--- src/design/subpixel_quadratic_peak_fit_defines.svh ---
// Assertion macros used by the peak fit control module.
`ifndef SUBPIXEL_QUADRATIC_PEAK_FIT_DEFINES_SVH
`define SUBPIXEL_QUADRATIC_PEAK_FIT_DEFINES_SVH

// Checked only outside reset.
`define SQPF_ASSERT(label, prop, msg) \
    label: assert property (@(posedge aclk) disable iff (!aresetn) prop) else $error(msg);

// Checked at every edge, reset included.
`define SQPF_ASSERT_ALWAYS(label, prop, msg) \
    label: assert property (@(posedge aclk) prop) else $error(msg);

`endif

--- src/design/sqpf_pkg.sv ---
package sqpf_pkg;

    localparam int SAMPLE_W      = 16;
    localparam int COEF_W        = 13;
    localparam int SPROD_W       = SAMPLE_W + COEF_W;
    localparam int FIT_W         = 40;
    localparam int PATCH_LEN     = 25;
    localparam int IDX_W         = 5;
    localparam int NUM_TERMS     = 5;
    localparam int NORM_BITS     = 28;
    localparam int TERM_W        = NORM_BITS + 1;
    localparam int PROD_W        = 2 * TERM_W;
    localparam int SOLVE_W       = 61;
    localparam int OUT_FRAC_BITS = 12;
    localparam int Q_W           = OUT_FRAC_BITS + 2;
    localparam int OUT_W         = OUT_FRAC_BITS + 3;
    localparam int DIV_STEPS     = Q_W;
    localparam int MUL_STEPS     = 6;
    localparam int CNT_W         = 4;

    localparam int TERM_A = 0;
    localparam int TERM_B = 1;
    localparam int TERM_C = 2;
    localparam int TERM_D = 3;
    localparam int TERM_E = 4;

    localparam logic signed [FIT_W-1:0] NORM_LIM = FIT_W'(2**NORM_BITS - 1);
    localparam logic signed [FIT_W-1:0] NORM_NEG = FIT_W'(-(2**NORM_BITS));

    typedef logic signed [COEF_W-1:0] coef_t;
    typedef coef_t coef_set_t [NUM_TERMS];

    localparam coef_t QUAD_COEF [0:4] = '{
        13'sd1872, -13'sd936, -13'sd1872, -13'sd936, 13'sd1872
    };
    localparam coef_t LIN_COEF [0:4] = '{
        -13'sd2621, -13'sd1311, 13'sd0, 13'sd1311, 13'sd2621
    };
    localparam coef_t CROSS_COEF [0:4][0:4] = '{
        '{13'sd2621, 13'sd1311, 13'sd0, -13'sd1311, -13'sd2621},
        '{13'sd1311, 13'sd655, 13'sd0, -13'sd655, -13'sd1311},
        '{13'sd0, 13'sd0, 13'sd0, 13'sd0, 13'sd0},
        '{-13'sd1311, -13'sd655, 13'sd0, 13'sd655, 13'sd1311},
        '{-13'sd2621, -13'sd1311, 13'sd0, 13'sd1311, 13'sd2621}
    };

    localparam logic [2:0] XI_TAB [0:31] = '{
        3'd0, 3'd0, 3'd0, 3'd0, 3'd0, 3'd1, 3'd1, 3'd1, 3'd1, 3'd1,
        3'd2, 3'd2, 3'd2, 3'd2, 3'd2, 3'd3, 3'd3, 3'd3, 3'd3, 3'd3,
        3'd4, 3'd4, 3'd4, 3'd4, 3'd4, 3'd0, 3'd0, 3'd0, 3'd0, 3'd0,
        3'd0, 3'd0
    };
    localparam logic [2:0] YI_TAB [0:31] = '{
        3'd0, 3'd1, 3'd2, 3'd3, 3'd4, 3'd0, 3'd1, 3'd2, 3'd3, 3'd4,
        3'd0, 3'd1, 3'd2, 3'd3, 3'd4, 3'd0, 3'd1, 3'd2, 3'd3, 3'd4,
        3'd0, 3'd1, 3'd2, 3'd3, 3'd4, 3'd0, 3'd0, 3'd0, 3'd0, 3'd0,
        3'd0, 3'd0
    };

    function automatic coef_set_t sample_coefs(input logic [IDX_W-1:0] idx);
        logic [2:0] xi;
        logic [2:0] yi;
        coef_set_t  c;
        xi = XI_TAB[idx];
        yi = YI_TAB[idx];
        c[TERM_A] = QUAD_COEF[xi];
        c[TERM_B] = QUAD_COEF[yi];
        c[TERM_C] = LIN_COEF[xi];
        c[TERM_D] = LIN_COEF[yi];
        c[TERM_E] = CROSS_COEF[xi][yi];
        return c;
    endfunction

    typedef enum logic [2:0] {
        ST_ACCUM,
        ST_NORM,
        ST_MUL,
        ST_DIV_INIT,
        ST_DIV,
        ST_DONE
    } state_t;

    typedef enum logic [2:0] {
        PAIR_AB,
        PAIR_EE,
        PAIR_DE,
        PAIR_BC,
        PAIR_CE,
        PAIR_AD
    } pair_t;

    typedef struct packed {
        logic  acc_sample;
        logic  norm_shift;
        logic  mul_en;
        pair_t mul_pair;
        logic  acc_en;
        pair_t acc_pair;
        logic  div_init;
        logic  div_step;
        logic  load_out;
    } cmd_t;

    typedef struct packed {
        logic norm_big;
    } status_t;

endpackage

--- src/design/sqpf_ctrl.sv ---
`include "subpixel_quadratic_peak_fit_defines.svh"

module sqpf_ctrl (
    input  logic              aclk,
    input  logic              aresetn,
    input  logic              s_valid,
    input  logic              s_last,
    output logic              s_ready,
    output logic              m_valid,
    input  logic              m_ready,
    input  sqpf_pkg::status_t status,
    output sqpf_pkg::cmd_t    cmd
);

    sqpf_pkg::state_t           state_reg, state_next;
    logic [sqpf_pkg::CNT_W-1:0] cnt_reg, cnt_next;
    logic                       valid_reg, valid_next;
    logic                       out_free;

    assign out_free = !valid_reg || m_ready;

    always_comb begin
        state_next = state_reg;
        cnt_next   = cnt_reg;
        unique case (state_reg)
            sqpf_pkg::ST_ACCUM: begin
                if (s_valid && s_last) begin
                    state_next = sqpf_pkg::ST_NORM;
                end
            end
            sqpf_pkg::ST_NORM: begin
                if (!status.norm_big) begin
                    state_next = sqpf_pkg::ST_MUL;
                    cnt_next   = '0;
                end
            end
            sqpf_pkg::ST_MUL: begin
                if (cnt_reg == sqpf_pkg::CNT_W'(sqpf_pkg::MUL_STEPS)) begin
                    state_next = sqpf_pkg::ST_DIV_INIT;
                end else begin
                    cnt_next = cnt_reg + 1'b1;
                end
            end
            sqpf_pkg::ST_DIV_INIT: begin
                state_next = sqpf_pkg::ST_DIV;
                cnt_next   = '0;
            end
            sqpf_pkg::ST_DIV: begin
                if (cnt_reg == sqpf_pkg::CNT_W'(sqpf_pkg::DIV_STEPS - 1)) begin
                    state_next = sqpf_pkg::ST_DONE;
                end else begin
                    cnt_next = cnt_reg + 1'b1;
                end
            end
            sqpf_pkg::ST_DONE: begin
                if (out_free) begin
                    state_next = sqpf_pkg::ST_ACCUM;
                end
            end
            default: state_next = sqpf_pkg::ST_ACCUM;
        endcase
    end

    always_comb begin
        cmd            = '0;
        cmd.mul_pair   = sqpf_pkg::pair_t'(cnt_reg[2:0]);
        cmd.acc_pair   = sqpf_pkg::pair_t'(cnt_reg[2:0] - 3'd1);
        s_ready        = 1'b0;
        unique case (state_reg)
            sqpf_pkg::ST_ACCUM: begin
                s_ready        = 1'b1;
                cmd.acc_sample = s_valid;
            end
            sqpf_pkg::ST_NORM: begin
                cmd.norm_shift = status.norm_big;
            end
            sqpf_pkg::ST_MUL: begin
                cmd.mul_en = cnt_reg < sqpf_pkg::CNT_W'(sqpf_pkg::MUL_STEPS);
                cmd.acc_en = cnt_reg != '0;
            end
            sqpf_pkg::ST_DIV_INIT: begin
                cmd.div_init = 1'b1;
            end
            sqpf_pkg::ST_DIV: begin
                cmd.div_step = 1'b1;
            end
            sqpf_pkg::ST_DONE: begin
                cmd.load_out = out_free;
            end
            default: s_ready = 1'b0;
        endcase
        if (cmd.load_out) begin
            valid_next = 1'b1;
        end else if (m_ready) begin
            valid_next = 1'b0;
        end else begin
            valid_next = valid_reg;
        end
    end

    always_ff @(posedge aclk) begin
        if (!aresetn) begin
            state_reg <= sqpf_pkg::ST_ACCUM;
            cnt_reg   <= '0;
            valid_reg <= 1'b0;
        end else begin
            state_reg <= state_next;
            cnt_reg   <= cnt_next;
            valid_reg <= valid_next;
        end
    end

    assign m_valid = valid_reg;

    `SQPF_ASSERT(a_last_starts_solve, s_valid && s_ready && s_last |=> state_reg == sqpf_pkg::ST_NORM, "last transaction did not start the solve")
    `SQPF_ASSERT(a_load_sets_valid, cmd.load_out |=> m_valid, "loaded result is not presented")
    `SQPF_ASSERT(a_div_count_range, state_reg == sqpf_pkg::ST_DIV |-> cnt_reg < sqpf_pkg::CNT_W'(sqpf_pkg::DIV_STEPS), "divider step count out of range")
    `SQPF_ASSERT_ALWAYS(a_reset_clears, !aresetn |=> state_reg == sqpf_pkg::ST_ACCUM && !m_valid, "reset did not clear control state")

endmodule
--- config.mk ---
export PLATFORM = sky130hd
export DESIGN_NAME = sqpf_ctrl
export DESIGN_NICKNAME = d
export VERILOG_FILES = /design/src/design/sqpf_pkg.sv /design/src/design/sqpf_ctrl.sv
export VERILOG_INCLUDE_DIRS = /design/src /design/src/design
export SDC_FILE = /design/constraint.sdc
export NUM_CORES = 1
export LEC_CHECK = 0
export BUFFER_PORTS_ARGS = -buffer_cell sky130_fd_sc_hd__buf_2
export CORE_MARGIN = 4
export CORE_UTILIZATION = 40
export DETAILED_ROUTE_END_ITERATION = 8
export PLACE_DENSITY = 0.66
export SETUP_SLACK_MARGIN = 0.2
export SLEW_MARGIN = 15
export SYNTH_ARGS = -nofsm -noshare
export SYNTH_HDL_FRONTEND = slang
export SYNTH_SLANG_ARGS = --single-unit
--- constraint.sdc ---
create_clock -name aclk -period 3.6 [get_ports aclk]
set_clock_uncertainty 0.1 [all_clocks]
set_input_delay 0.36 -clock aclk [delete_from_list [all_inputs] [get_ports aclk]]
set_output_delay 0.36 -clock aclk [all_outputs]
set_load 0.1 [all_outputs]
==> out/metrics.csv <==
stage,metric,value,unit
run_status,status,"complete, no violations",
clocking,clock_latency,0.26,ns
routing,drc,0,
die,fp-row-count,14,
sta,max_freq,422,MHz
setup_path,max_stage_delay,0.60,ns
setup_path,slowest_stage,dfxtp_1,
die,die_h,47.6,um
grt,grt_overflow,0,
synthesis,syn_inst,78,
finish,fin_util,49.3,%
setup_path,critPathKind,reg -> out,
setup_path,path_delay_family,flip-flops,
finish,largest_register_ff_count,4,
setup_path,startpoint_type,flip-flop,
grt,grt_pass1_wl,2320,um
clocking,post_cts_buffers,0,
synthesis,synth_top_family_by_area,simple AND/OR/NAND/NOR gates,
sta,rsz0062_at_grt,false,
routing,ant_nets,0,
synthesis,syn_nets,88,
run,cap_violations,0,
synthesis,synthesis.area,628,um^2
routing,dr.pass1.iters,4,
clocking,htreeDepth,1,
clocking,cts.path.max_buffers,2,
finish,antenna_cells,0,
sta,fin_tns_setup,0,ns
setup_path,cp_num_buf_inv,1,
die,die_w,47.6,um
clocking,cts_resized,0,
setup_path,endpoint_kind,output port,
sta,drv_slew,0,
power,vdd_drop_max,0.170,mV
clocking,numCtsBuffers,3,
die,io_pins,21,
setup_path,path_cells,"nand2b_1, a2111oi_2, buf_2",
grt,grt_max_degree,14,
min_path,hp-class,in -> reg,
grt,grt_pass1_vias,505,
die,core,1490,um^2
finish,register_area,160,um^2
power,p_per_area,354,nW/um^2
synthesis,synth-warning-count,0,
sta,hold_violations,0,
synthesis,synth.distinct_cells,35,
placement,gp_congestion,0.758,
synthesis,synthFlopType,dfxtp_1,
sta,min_period,2.37,ns
finish,final_area,734,um^2
finish,layout-drive-gt1-share,33.3,%
sta,setup_viol,0,
die,die-area,2270,um^2
synthesis,synthAdderAreaFrac,7.97,%
clocking,cts_tree,built,
finish,multiInputGateArea,409,um^2
finish,area_growth,16.9,%
placement,hpwl,1120,um
setup_path,crit_required,3.14,ns
sta,slew-limit-headroom,67.5,%
routing,drt_wl_total,1430,um
clocking,clkTransAtPathRegs,0.06,ns
setup_path,critPathMaxFanout,11,
placement,portBuffers,20,
synthesis,synthArstFlopShare,0,%
clocking,hold_buffers,0,
placement,postPlaceCellArea,712,um^2
die,initial_core_util,42.2,%
finish,fill_cells,164,
synthesis,synth_edf_count,0,
sta,period_share,65.9,%
routing,vias_per_cell,5.41,
grt,grt_antenna_before_repair,0,
finish,nets,105,
setup_path,cp.arrival,1.91,ns
power,p_leak,0.303,nW
sta,max_slew.worst_pin.slew,0.491,ns
clocking,cts.sinks,8,
setup_path,regToRegSetupSlack,1.78,ns
synthesis,synth-xor-area-share,1.39,%
synthesis,synthMuxAreaShare,3.19,%
routing,vias,590,
synthesis,yosysSeqAreaShare,25.5,%
grt,grt.total_usage,14.8,%
synthesis,ys_ff_latch,8,
clocking,cts_root_buffer,clkbuf_4,
synthesis,avgSynthCellArea,8.05,um^2
synthesis,synthSimpleGateAreaFrac,32.1,%
synthesis,synth_compound_area_share,16.9,%
routing,wl_per_cell,13.1,um
routing,drt_iter0_markers,9,
-- stage by stage --
| step | worst slack [ns] | power, mW | std cells | hold slack [ns] |
|---|---|---|---|---|
| 2_1_floorplan | 0.390 | 0.179 | 78 | 0.405 |
| 3_3_place_gp | 1.53 | 0.191 | 106 | 0.435 |
| 3_5_place_dp | 1.51 | 0.191 | 106 | 0.441 |
| 4_1_cts | 1.24 | 0.262 | 109 | 0.317 |
| 5_1_grt | 1.13 | 0.273 | 109 | 0.316 |
| 6_report | 1.23 | 0.260 | 109 | 0.319 |
-- final timing paths --
kind	from	endpoint	cells after the start
hold / removal	aresetn	state_reg[0]	2
setup reg to reg	cnt_reg[0]	cnt_reg[3]	6
hold reg to reg	m_valid	m_valid	2
setup / recovery	state_reg[1]	cmd[10]	3
-- kinds of logic (layout without fill, tap and decap cells) --
family / after synthesis / after routing
AND/OR/NAND/NOR: 34 / 34
buffers and inverters: 14 / 29
multiplexers: 2 / 2
adder cells (fa/ha/maj): 4 / 4
flip-flops: 8 / 8
XOR/XNOR: 1 / 1
AO/OA/AOI/OAI: 15 / 15
-- Yosys cell counts (2+ instances only) --
| cell | number | share of area, % |
|---|---|---|
| nor2b_1 | 2 | 2.0 |
| inv_1 | 6 | 3.6 |
| buf_4 | 5 | 6.0 |
| ha_1 | 4 | 8.0 |
| nand2_1 | 7 | 4.2 |
| nand2b_1 | 3 | 3.0 |
| nor2_1 | 4 | 2.4 |
| nor3_1 | 2 | 1.6 |
| buf_2 | 2 | 1.6 |
| mux2i_1 | 2 | 3.2 |
| dfxtp_1 | 8 | 25 |
| or2_2 | 2 | 2.0 |
| a21oi_1 | 5 | 4.0 |
| nand3_1 | 5 | 4.0 |
-- metal layers --
metal	up-vias	part of all wire, %	GRT usage, %
li1	306	-	-
met1	266	45	18.0
met2	16	47	23.8
met3	2	7.3	6.77
met4	0	0.77	3.23
met5	-	0	0
-- worst register-to-register path, stage by stage (launching register included) --
cell       delay [ns]
dfxtp_1          0.42
inv_1            0.12
ha_1             0.22
nand4bb_1        0.17
a32oi_2          0.16
or4_1            0.50
o21ai_1          0.08
-- cell type report --
| type | instances | share of cell area (%) |
|---|---|---|
| multi-input cells | 56 | 55.7 |
| clock buffers | 3 | 3.07 |
| repair buffers | 20 | 13.6 |
| inverters | 6 | 3.07 |
| flip-flops and latches | 8 | 21.8 |
| well taps | 16 | 2.73 |
-- cells in the final DEF, fill, tap and decap left out, drive strengths merged, types with 2 or more instances in the layout --
cell | synthesis | routed
a21oi | 5 | 5
or2 | 2 | 2
nor3 | 2 | 2
nor2 | 4 | 4
buf | 8 | 20
ha | 4 | 4
nand2 | 7 | 7
inv | 6 | 6
nor2b | 2 | 2
dfxtp | 8 | 8
mux2i | 2 | 2
nand2b | 3 | 3
clkbuf | 0 | 3
o21ai | 2 | 2
nand3 | 5 | 5
-- power by group --
part | switching [mW] | total (mW) | internal (mW)
registers | 0.00777 | 0.0989 | 0.0911
clock network | 0.0328 | 0.0711 | 0.0383
logic | 0.0718 | 0.0902 | 0.0183
total | 0.112 | 0.260 | 0.148
No activity file was read; power rests on OpenSTA's default activity.
